**config.mk**
```make
export PLATFORM = sky130hd
export DESIGN_NAME = command_line_tokenizer_top
export DESIGN_NICKNAME = d
export VERILOG_FILES = /design/src/rtl/core/clt_pkg.sv /design/src/rtl/core/command_line_tokenizer_top.sv /design/src/rtl/core/clt_cfg_regs.sv /design/src/rtl/core/clt_tokenizer.sv /design/src/rtl/core/clt_out_reg.sv
export SDC_FILE = /design/constraint.sdc
export NUM_CORES = 1
export LEC_CHECK = 0
export ABC_AREA = 1
export BUFFER_PORTS_ARGS = -buffer_cell sky130_fd_sc_hd__buf_2
export CORE_MARGIN = 10
export CORE_UTILIZATION = 30
export DETAILED_ROUTE_END_ITERATION = 12
export PLACE_DENSITY = 0.6
export REMOVE_ABC_BUFFERS = 1
export SLEW_MARGIN = 40
export SYNTH_ARGS = -nofsm -noshare
export SYNTH_HDL_FRONTEND = slang
export SYNTH_SLANG_ARGS = --single-unit
```
**constraint.sdc**
```tcl
create_clock -name aclk -period 2.75 [get_ports aclk]
set_clock_uncertainty 0.15 [all_clocks]
set_input_delay 0.275 -clock aclk [delete_from_list [all_inputs] [get_ports aclk]]
set_output_delay 0.275 -clock aclk [all_outputs]
set_load 0.005 [all_outputs]
```
**src/rtl/core/clt_pkg.sv**
```systemverilog
// shared types and constants for the command line tokenizer
package clt_pkg;

    // field widths
    localparam int BYTE_W  = 8;
    localparam int POS_W   = 8;
    localparam int COUNT_W = 4;
    localparam int INDEX_W = 2;

    // stream packing widths
    localparam int TDATA_W = 24;
    localparam int TUSER_W = 3;

    // parameter defaults
    localparam int MAX_ARGS_DEF   = 8;
    localparam int LINE_LIMIT_DEF = 255;

    // register reset values
    localparam logic [BYTE_W-1:0] START_CHAR_RST = 8'd36;
    localparam logic [BYTE_W-1:0] SEP_CHAR_RST   = 8'd32;
    localparam logic [BYTE_W-1:0] END_CHAR_RST   = 8'd10;

    // register indexes
    localparam logic [INDEX_W-1:0] REG_START_CHAR = 2'd0;
    localparam logic [INDEX_W-1:0] REG_SEP_CHAR   = 2'd1;
    localparam logic [INDEX_W-1:0] REG_END_CHAR   = 2'd2;

    // frame phase codes
    localparam logic [1:0] PH_IDLE    = 2'b00;
    localparam logic [1:0] PH_STARTED = 2'b01;
    localparam logic [1:0] PH_ARMED   = 2'b11;

    typedef struct packed {
        logic [BYTE_W-1:0] start_char;
        logic [BYTE_W-1:0] sep_char;
        logic [BYTE_W-1:0] end_char;
    } clt_cfg_t;

    typedef struct packed {
        logic [BYTE_W-1:0]  out_byte;
        logic [POS_W-1:0]   position;
        logic [COUNT_W-1:0] field_number;
        logic               is_separator;
        logic               starts_field;
        logic               frame_done;
        logic [COUNT_W-1:0] arg_count;
        logic               forced_end;
    } clt_result_t;

endpackage

```
**src/rtl/core/command_line_tokenizer_top.sv**
```systemverilog
// Command line tokenizer: splits framed command lines into stored bytes.
// Path: an accepted input beat goes to the input register; its result beat goes
// to the result register once that register has room.
// Throughput: one byte per cycle while the held byte retires; it retires when it
// makes no result or the result register is free or being emptied in the same cycle.
// Reset (aresetn low, synchronous): idle outside a frame, registers to defaults.
module command_line_tokenizer_top
    import clt_pkg::*;
#(
    parameter int MAX_ARGS   = MAX_ARGS_DEF,
    parameter int LINE_LIMIT = LINE_LIMIT_DEF
) (
    input  logic                aclk,
    input  logic                aresetn,
    // input stream
    input  logic                s_axis_tvalid,
    output logic                s_axis_tready,
    input  logic [BYTE_W-1:0]   s_axis_tdata,   // [7:0] rx_byte
    // result stream
    output logic                m_axis_tvalid,
    input  logic                m_axis_tready,
    output logic [TDATA_W-1:0]  m_axis_tdata,   // [7:0] out_byte, [15:8] position,
                                                // [19:16] field_number, [23:20] arg_count
    output logic [TUSER_W-1:0]  m_axis_tuser,   // [0] is_separator, [1] starts_field,
                                                // [2] forced_end
    output logic                m_axis_tlast,   // frame_done
    // configuration writes
    input  logic                cfg_valid,
    output logic                cfg_ready,
    input  logic [INDEX_W-1:0]  cfg_index,
    input  logic [BYTE_W-1:0]   cfg_data
);

    clt_cfg_t    cfg;
    clt_result_t res;
    clt_result_t out_res;
    logic        res_valid;
    logic        out_free;
    logic        load;

    clt_cfg_regs u_cfg (
        .aclk      (aclk),
        .aresetn   (aresetn),
        .cfg_valid (cfg_valid),
        .cfg_ready (cfg_ready),
        .cfg_index (cfg_index),
        .cfg_data  (cfg_data),
        .cfg       (cfg)
    );

    clt_tokenizer #(
        .MAX_ARGS   (MAX_ARGS),
        .LINE_LIMIT (LINE_LIMIT)
    ) u_tok (
        .aclk      (aclk),
        .aresetn   (aresetn),
        .in_valid  (s_axis_tvalid),
        .in_ready  (s_axis_tready),
        .in_byte   (s_axis_tdata),
        .cfg       (cfg),
        .out_free  (out_free),
        .res_valid (res_valid),
        .res       (res)
    );

    // a result loads only when it has room
    assign load = res_valid && out_free;

    clt_out_reg u_out (
        .aclk      (aclk),
        .aresetn   (aresetn),
        .load      (load),
        .res       (res),
        .out_free  (out_free),
        .out_valid (m_axis_tvalid),
        .out_ready (m_axis_tready),
        .out_res   (out_res)
    );

    // stream packing
    assign m_axis_tdata = {out_res.arg_count, out_res.field_number,
                           out_res.position, out_res.out_byte};
    assign m_axis_tuser = {out_res.forced_end, out_res.starts_field, out_res.is_separator};
    assign m_axis_tlast = out_res.frame_done;

endmodule

```
**src/rtl/core/clt_cfg_regs.sv**
```systemverilog
// configuration registers for start, separator and end characters
module clt_cfg_regs
    import clt_pkg::*;
(
    input  logic                aclk,
    input  logic                aresetn,
    input  logic                cfg_valid,
    output logic                cfg_ready,
    input  logic [INDEX_W-1:0]  cfg_index,
    input  logic [BYTE_W-1:0]   cfg_data,
    output clt_cfg_t            cfg
);

    clt_cfg_t cfg_reg;
    clt_cfg_t cfg_next;

    assign cfg_ready = 1'b1;

    // decode the register write
    always_comb begin
        cfg_next = cfg_reg;
        if (cfg_valid) begin
            unique case (cfg_index)
                REG_START_CHAR: cfg_next.start_char = cfg_data;
                REG_SEP_CHAR:   cfg_next.sep_char   = cfg_data;
                REG_END_CHAR:   cfg_next.end_char   = cfg_data;
                default:        cfg_next            = cfg_reg;
            endcase
        end
    end

    always_ff @(posedge aclk) begin
        if (!aresetn) begin
            cfg_reg.start_char <= START_CHAR_RST;
            cfg_reg.sep_char   <= SEP_CHAR_RST;
            cfg_reg.end_char   <= END_CHAR_RST;
        end else begin
            cfg_reg <= cfg_next;
        end
    end

    assign cfg = cfg_reg;

endmodule

```
**src/rtl/core/clt_tokenizer.sv**
```systemverilog
// input register, frame state and per-byte tokenizing logic
module clt_tokenizer
    import clt_pkg::*;
#(
    parameter int MAX_ARGS   = MAX_ARGS_DEF,
    parameter int LINE_LIMIT = LINE_LIMIT_DEF
) (
    input  logic               aclk,
    input  logic               aresetn,
    input  logic               in_valid,
    output logic               in_ready,
    input  logic [BYTE_W-1:0]  in_byte,
    input  clt_cfg_t           cfg,
    input  logic               out_free,
    output logic               res_valid,
    output clt_result_t        res
);

    localparam logic [COUNT_W-1:0] MAX_ARGS_C   = COUNT_W'(MAX_ARGS);
    localparam logic [POS_W-1:0]   LINE_LIMIT_C = POS_W'(LINE_LIMIT);

    logic              in_valid_reg, in_valid_next;
    logic [BYTE_W-1:0] in_byte_reg;
    logic [1:0]         phase_reg, phase_next;
    logic [POS_W-1:0]   wpos_reg, wpos_next;
    logic [COUNT_W-1:0] argc_reg, argc_next;
    logic               consume;
    logic               armed;
    logic [COUNT_W-1:0] argc_inc;

    assign armed    = (phase_reg == PH_ARMED);
    assign argc_inc = argc_reg + COUNT_W'(1);

    // classify the held byte and compute the result and next state
    always_comb begin
        res_valid  = 1'b0;
        res        = '0;
        phase_next = phase_reg;
        wpos_next  = wpos_reg;
        argc_next  = argc_reg;
        if (in_valid_reg && (in_byte_reg != '0)) begin
            priority if (phase_reg == PH_IDLE) begin
                if (in_byte_reg == cfg.start_char) begin
                    wpos_next  = '0;
                    argc_next  = '0;
                    phase_next = PH_STARTED;
                end
            end else if (wpos_reg >= LINE_LIMIT_C) begin
                // line full: drop the byte and close the frame
                res_valid        = 1'b1;
                res.position     = wpos_reg;
                res.field_number = argc_reg;
                res.arg_count    = argc_reg;
                res.frame_done   = 1'b1;
                res.forced_end   = 1'b1;
                phase_next       = PH_IDLE;
            end else if (in_byte_reg == cfg.sep_char) begin
                res_valid        = 1'b1;
                res.position     = wpos_reg;
                res.field_number = argc_reg;
                res.arg_count    = argc_reg;
                res.is_separator = 1'b1;
                wpos_next        = wpos_reg + POS_W'(1);
                phase_next       = PH_ARMED;
            end else if (in_byte_reg == cfg.end_char) begin
                res_valid        = 1'b1;
                res.position     = wpos_reg;
                res.field_number = argc_reg;
                res.arg_count    = argc_reg;
                res.frame_done   = 1'b1;
                phase_next       = PH_IDLE;
            end else if (armed && (argc_reg >= MAX_ARGS_C)) begin
                // argument limit reached: word bytes are dropped
                res_valid = 1'b0;
            end else begin
                res_valid        = 1'b1;
                res.out_byte     = in_byte_reg;
                res.position     = wpos_reg;
                res.starts_field = armed;
                res.field_number = armed ? argc_inc : argc_reg;
                res.arg_count    = armed ? argc_inc : argc_reg;
                argc_next        = armed ? argc_inc : argc_reg;
                wpos_next        = wpos_reg + POS_W'(1);
                phase_next       = PH_STARTED;
            end
        end
    end

    // the held byte retires when its result, if any, has room
    assign consume       = in_valid_reg && (!res_valid || out_free);
    assign in_ready      = !in_valid_reg || consume;
    assign in_valid_next = in_valid ? 1'b1 : (consume ? 1'b0 : in_valid_reg);

    always_ff @(posedge aclk) begin
        if (!aresetn) begin
            in_valid_reg <= 1'b0;
            phase_reg    <= PH_IDLE;
            wpos_reg     <= '0;
            argc_reg     <= '0;
        end else begin
            in_valid_reg <= in_valid_next;
            if (consume) begin
                phase_reg <= phase_next;
                wpos_reg  <= wpos_next;
                argc_reg  <= argc_next;
            end
        end
    end

    // input data register
    always_ff @(posedge aclk) begin
        if (in_valid && in_ready) begin
            in_byte_reg <= in_byte;
        end
    end

    a_argc_bound: assert property (@(posedge aclk) disable iff (!aresetn)
        argc_reg <= MAX_ARGS_C)
        else $error("argument count above limit");

    a_wpos_bound: assert property (@(posedge aclk) disable iff (!aresetn)
        wpos_reg <= LINE_LIMIT_C)
        else $error("write position above line limit");

    a_done_idle: assert property (@(posedge aclk) disable iff (!aresetn)
        (consume && res_valid && res.frame_done) |=> (phase_reg == PH_IDLE))
        else $error("frame end did not return to idle");

    a_start_clear: assert property (@(posedge aclk) disable iff (!aresetn)
        (consume && (phase_reg == PH_IDLE) && (phase_next == PH_STARTED))
        |=> (wpos_reg == '0) && (argc_reg == '0))
        else $error("frame start did not clear position and count");

endmodule

```
**src/rtl/core/clt_out_reg.sv**
```systemverilog
// result register feeding the output stream
module clt_out_reg
    import clt_pkg::*;
(
    input  logic         aclk,
    input  logic         aresetn,
    input  logic         load,
    input  clt_result_t  res,
    output logic         out_free,
    output logic         out_valid,
    input  logic         out_ready,
    output clt_result_t  out_res
);

    logic        out_valid_reg, out_valid_next;
    clt_result_t out_res_reg;

    assign out_free       = !out_valid_reg || out_ready;
    assign out_valid_next = load ? 1'b1 : (out_ready ? 1'b0 : out_valid_reg);

    always_ff @(posedge aclk) begin
        if (!aresetn) begin
            out_valid_reg <= 1'b0;
        end else begin
            out_valid_reg <= out_valid_next;
        end
    end

    // payload capture
    always_ff @(posedge aclk) begin
        if (load) begin
            out_res_reg <= res;
        end
    end

    assign out_valid = out_valid_reg;
    assign out_res   = out_res_reg;

endmodule
```
# Word level (Yosys, flattened, before mapping)
# Cells that the tools add are included.
[word_totals]
ff_bits = 76
in_bits = 23
output_inout_bits = 31
elab_cells = 102
[op_classes]
addsub = 2
magnitude_cmp = 2
eq_ne = 14
n_mux = 41
bitwise = 1
n_reduce_logical = 25
[op_table]
columns = ["cell", "count"]
rows = [
  ["12-bit two-way mux", 4],
  ["8-bit two-way mux", 6],
  ["4-bit two-way mux", 10],
  ["8-bit == test", 3],
  ["1-bit two-way mux", 14],
  ["2-bit two-way mux", 6],
  ["8-bit by 1-bit adder with 8-bit output (second input constant)", 1],
  ["8-bit >= comparator (second input constant)", 1],
  ["2-bit by 1-bit inequality test with 1-bit output (second input constant)", 4],
  ["8-bit nonzero test", 1],
  ["7-bit AND reduction", 1],
  ["3-bit by 1-bit inequality test with 1-bit output (second input constant)", 2],
  ["2-bit AND reduction", 3],
  ["6-bit AND reduction", 1],
  ["6-bit OR reduction", 1],
  ["1-bit logical AND", 5],
  ["5-bit two-way mux", 1],
  ["5-bit by 1-bit inequality test with 1-bit output (second input constant)", 1],
  ["4-bit by 1-bit adder with 4-bit output (second input constant)", 1],
  ["2-bit == test (second input constant)", 2],
  ["4-bit >= comparator (second input constant)", 1],
  ["2-bit logical NOT", 2],
  ["4-bit AND reduction", 1],
  ["2-bit nonzero test", 2],
  ["other kinds (7)", 11],
]

# Depth between registers and ports, before layout
[depth]
depth_word = 13
depth_mapped = 14
depth_no_buf = 14

# Hierarchy
# Synthesis repeated with hierarchy kept, for this count alone.
[hier_totals]
hier_cells = 493
area_unflattened_um2 = 3935.0
[by_module_without_submodules]
columns = ["module", "instances", "cells_each", "area_per_inst_um2", "seq_area_each_um2"]
rows = [
  ["clt_tokenizer", 1, 308, 2009.4, 540.5],
  ["clt_cfg_regs", 1, 149, 1031.0, 480.5],
  ["clt_out_reg", 1, 34, 887.1, 860.8],
  ["command_line_tokenizer_top", 1, 2, 7.5, 0.0],
]

# Worst setup path before layout
# Ideal clock, no wire load.
[synth_timing]
path_type = "register to register"
startpoint = "reg u_tok.wpos_reg[0]"
endpoint = "reg u_out.out_res_reg, in the netlist u_out.out_res[0] (enable)"
setup_time_ps = 405
t_arrival_ps = 2233
required_time_ps = 2195
slack_ps = -38
path_stages_with_launch = 10
n_path_buf = 0
period_less_slack_ps = 2788
cell_sequence = "dfxtp_1 > ha_1 > nand3_1 > inv_2 > nand2_1 > inv_2 > nor2_2 > nand3_4 > nand2_1 > nor2_1"
[synth_between]
elab_chain_cells = 5
[synth_rtl]
columns = ["item", "line_no", "source"]
rows = [
  ["from (decl)", "clt_tokenizer.sv:25", "logic [POS_W-1:0] wpos_reg, wpos_next;"],
  ["from (signal assigned)", "clt_tokenizer.sv:104", "wpos_reg <= wpos_next;"],
  ["8-bit >= comparator", "clt_tokenizer.sv:48", "end else if (wpos_reg >= LINE_LIMIT_C) begin"],
  ["1-bit two-way mux", "clt_tokenizer.sv:48", ""],
  ["1-bit two-way mux", "clt_tokenizer.sv:42", "priority if (phase_reg == PH_IDLE) begin"],
  ["1-bit two-way mux", "clt_tokenizer.sv:41", "if (in_valid_reg && (in_byte_reg != '0)) begin"],
  ["1-bit logical AND", "command_line_tokenizer_top.sv:67", "assign load = res_valid && out_free;"],
  ["via load", "command_line_tokenizer_top.sv:39", "logic load;"],
  ["to (signal assigned)", "clt_out_reg.sv:32", "out_res_reg <= res;"],
  ["to (decl)", "clt_out_reg.sv:16", "clt_result_t out_res_reg;"],
]
# The timed path passes the listed nets, and every way through them passes these cells.
# A chain may end at the register's enable or synchronous reset.

# Final worst setup path
[layout_timing]
startpoint = "reg u_tok.in_byte_reg[5]"
endpoint = "out s_axis_tready"
[layout_between]
elab_chain_cells = 10
elab_cells_between_ends = 13
cone_classes = "eq/ne: 2; mux: 5; reduce/logical: 6"
[layout_rtl]
columns = ["item", "line_no", "source"]
rows = [
  ["from (decl)", "clt_tokenizer.sv:23", "logic [BYTE_W-1:0] in_byte_reg;"],
  ["from (signal assigned)", "clt_tokenizer.sv:113", "in_byte_reg <= in_byte;"],
  ["8-bit == test", "clt_tokenizer.sv:65", "end else if (in_byte_reg == cfg.end_char) begin"],
  ["1-bit two-way mux", "clt_tokenizer.sv:65", ""],
  ["1-bit two-way mux", "clt_tokenizer.sv:57", "end else if (in_byte_reg == cfg.sep_char) begin"],
  ["1-bit two-way mux", "clt_tokenizer.sv:48", ""],
  ["1-bit two-way mux", "clt_tokenizer.sv:42", ""],
  ["1-bit two-way mux (*)", "clt_tokenizer.sv:41", ""],
  ["1-bit logical NOT (*)", "clt_tokenizer.sv:90", "assign consume = in_valid_reg && (!res_valid || out_free);"],
  ["1-bit logical OR (*)", "clt_tokenizer.sv:90", ""],
  ["1-bit logical AND (*)", "clt_tokenizer.sv:90", ""],
  ["1-bit logical OR (*)", "clt_tokenizer.sv:91", "assign in_ready = !in_valid_reg || consume;"],
  ["to (decl)", "command_line_tokenizer_top.sv:17", "output logic s_axis_tready,"],
]
# Mark *: on every way between the ends. The rest lies on a longest branch, timed or not.

==> run_results.csv <==
group,metric,value,unit
hold_path,hold_path_class,"input port to flip-flop",
timing,max-slew-margin-rel,56.8,%
power_and_ir_drop,p_total,0.00257,W
floorplan,die_h,130,um
cts,post_cts_buffers,0,
power_and_ir_drop,combPwrFrac,6.4,%
hold_path,hold_depth,3,
status,status,"finished clean",
cts,cts_buffer_depth,2,
synth,syn_avg_cell_area,7.87,um2
power_and_ir_drop,swShare,21.6,%
global_routing,grt_pass1_wl,14.4,mm
drt,dr_total_vias,3018,
floorplan,design.core.area,11900,um2
synth,syn_area,3630,um2
global_routing,grt_max_degree,38,
critical_path,required,2330,ps
cells_and_area,n_antenna_cell,0,
synth,synth_top_family_by_area,"simple AND/OR/NAND/NOR gates",
synth,synth_compound_area_share,8.38,%
cells_and_area,layout.area.seq,1760,um2
timing,rsz0062_at_grt,"false",
power_and_ir_drop,leakage,2.00,nW
cts,root_buffer,"clkbuf_16",
global_routing,grt_pass1_vias,3002,
floorplan,die_w,130,um
cts,htree_levels,3,
critical_path,ff2ff_setup_slack,530,ps
timing,fmax,439,MHz
synth,seq_area_frac_synth,48.6,%
floorplan,initial_utilization,30.5,%
timing,min_period_over_period,82.8,%
synth,synth_warnings,0,
critical_path,worst_setup_path_end_kind,"output port",
global_routing,grt_usage,11.0,%
placement,dp_hpwl,6.50,mm
drt,wl_per_cell,12.5,um
global_routing,grt_overflow,0,
cts,cts-resized-gates,0,
power_and_ir_drop,seq_power_share,45.1,%
timing,hold_ws,21.0,ps
power_and_ir_drop,p_clk_share,48.6,%
drt,drt_iter0_markers,142,
timing,setup_viol,0,
cells_and_area,drive_above_1_share,21.0,%
critical_path,arrival,1850,ps
cts,cts_tree,"done",
floorplan,ios,54,
critical_path,reg2reg_depth,10,
placement,routabilityCongestion,0.841,
drt,ant_nets,0,
drt,routed_wl,8.46,mm
power_and_ir_drop,vdd_drop_max,0.238,mV
cells_and_area,final_common_cell,"nand2_1",
synth,synth_mux_area_share,0,%
cells_and_area,layout_common_cells,"nand2_1, nor2_1, buf_2",
timing,maxSlewViolCount,0,
synth,synth_cells,461,
cts,cts_buffers,9,
synth,netlist-cell-type-count,33,
cells_and_area,n_fill_cell,1227,
critical_path,crit_type,"flip-flop to output port",
synth,ys_seq_elements,72,
synth,synthAdderAreaFrac,1.03,%
drt,dr.pass1.iters,5,
critical_path,critPathLaunchType,"flip-flop",
floorplan,num_rows,40,
cells_and_area,synthToLayoutAreaGrowth,21.4,%
cts,insertion_delay,340,ps
timing,tightest_slew,649,ps
placement,portBuffers,52,
cells_and_area,multi_input_area,1530,um2
power_and_ir_drop,p_switching,0.000557,W
synth,synth-xor-area-share,2.17,%
floorplan,dieArea,16900,um2
cts,clk_pin_slew,60,ps
flow_run,max_cap_viol_count,0,
drt,drcViolationCount,0,
drt,viasPerCell,4.47,
global_routing,antenna_found_initial,0,
power_and_ir_drop,p_per_area,584,nW/um2
timing,hold_viol,0,
cts,cts.sinks,72,
timing,min_period,2280,ps
power_and_ir_drop,internal_power,0.00202,W
critical_path,cp_max_fo,13,
synth,synthSimpleGateAreaFrac,30.3,%
cells_and_area,nets,549,
power groups by stage:
stage               registers, W  logic [W]  clock network (W)
finish                   0.00116   0.000164            0.00125
global route             0.00116   0.000189            0.00133
CTS                      0.00116   0.000165            0.00128
detailed placement       0.00118   0.000157                  0
global placement         0.00118   0.000152                  0
floorplan                0.00118   0.000102                  0
layout make-up:
type	instances	share of cell area, %
clock buffers	12	5.59
clock inverters	4	1.56
inverters	68	5.85
multi-input cells	309	34.6
flip-flops and latches	72	40.0
well taps	147	4.17
repair buffers	63	8.23
routing by layer:
metal	vias to the layer above	wire length, um	GRT usage (%)
li1	1586	-	-
met1	1363	3860	12.9
met2	51	3950	17.6
met3	18	419	3.29
met4	0	233	6.22
met5	-	0	0
critical path, cell delays in order, from the launching register on:
cell,delay (ps)
edfxtp_1,450
inv_2,140
nand2_1,70
nand2_1,60
nand2_1,60
nor2_2,150
nand2_4,100
nand3_4,110
nand3_4,160
buf_2,210
cell families (layout without fill, tap and decap cells):
kind of cell,count (synthesis),count (layout)
xor gates and xnor gates,9,9
and+or+nand+nor,240,240
DFF,72,72
AOI/OAI and AO/OA,56,56
adders and majority gates,3,3
other,1,1
buffers and inverters,80,147
cell usage after synthesis (all sizes together):
master,number,area (um2)
a211oi,1,7.51
a21oi,19,103
buf,8,71.3
clkbuf,4,15.0
conb,1,3.75
dfxtp,40,801
edfxtp,32,961
ha,3,37.5
inv,68,258
nand2,112,438
nand3,17,133
nand4,10,68.8
nor2,95,419
nor3,6,40.0
o211ai,4,30.0
o21ai,32,164
xnor2,5,43.8
xor2,4,35.0
timing repair:
action                                  in CTS  in global routing
endpoints found under the setup margin       0                  0
hold buffers                                 8                  0
endpoints found under the hold margin        8                  0
path summary, 6_finish.rpt:
check / end / start
hold reg to reg: u_cfg.cfg[7] / u_cfg.cfg[7]
setup / recovery: s_axis_tready / u_tok.in_byte_reg[5]
hold / removal: u_cfg.cfg[18] / cfg_data[2]
setup reg to reg: u_tok.in_byte_reg[7] / u_tok.wpos_reg[0]
through the flow:
step | worst slack, ps | utilization (%) | cell area [um2] | instances | TNS, ps
3_3_place_gp | 596 | 33.7 | 4010 | 651 | 0
5_1_grt | 345 | 37.0 | 4410 | 675 | 0
6_report | 472 | 37.0 | 4410 | 675 | 0
3_5_place_dp | 506 | 33.7 | 4010 | 651 | 0
4_1_cts | 451 | 37.0 | 4410 | 675 | 0
2_1_floorplan | -38.1 | - | 3540 | 449 | -914
(Power assumes the default switching activity.)
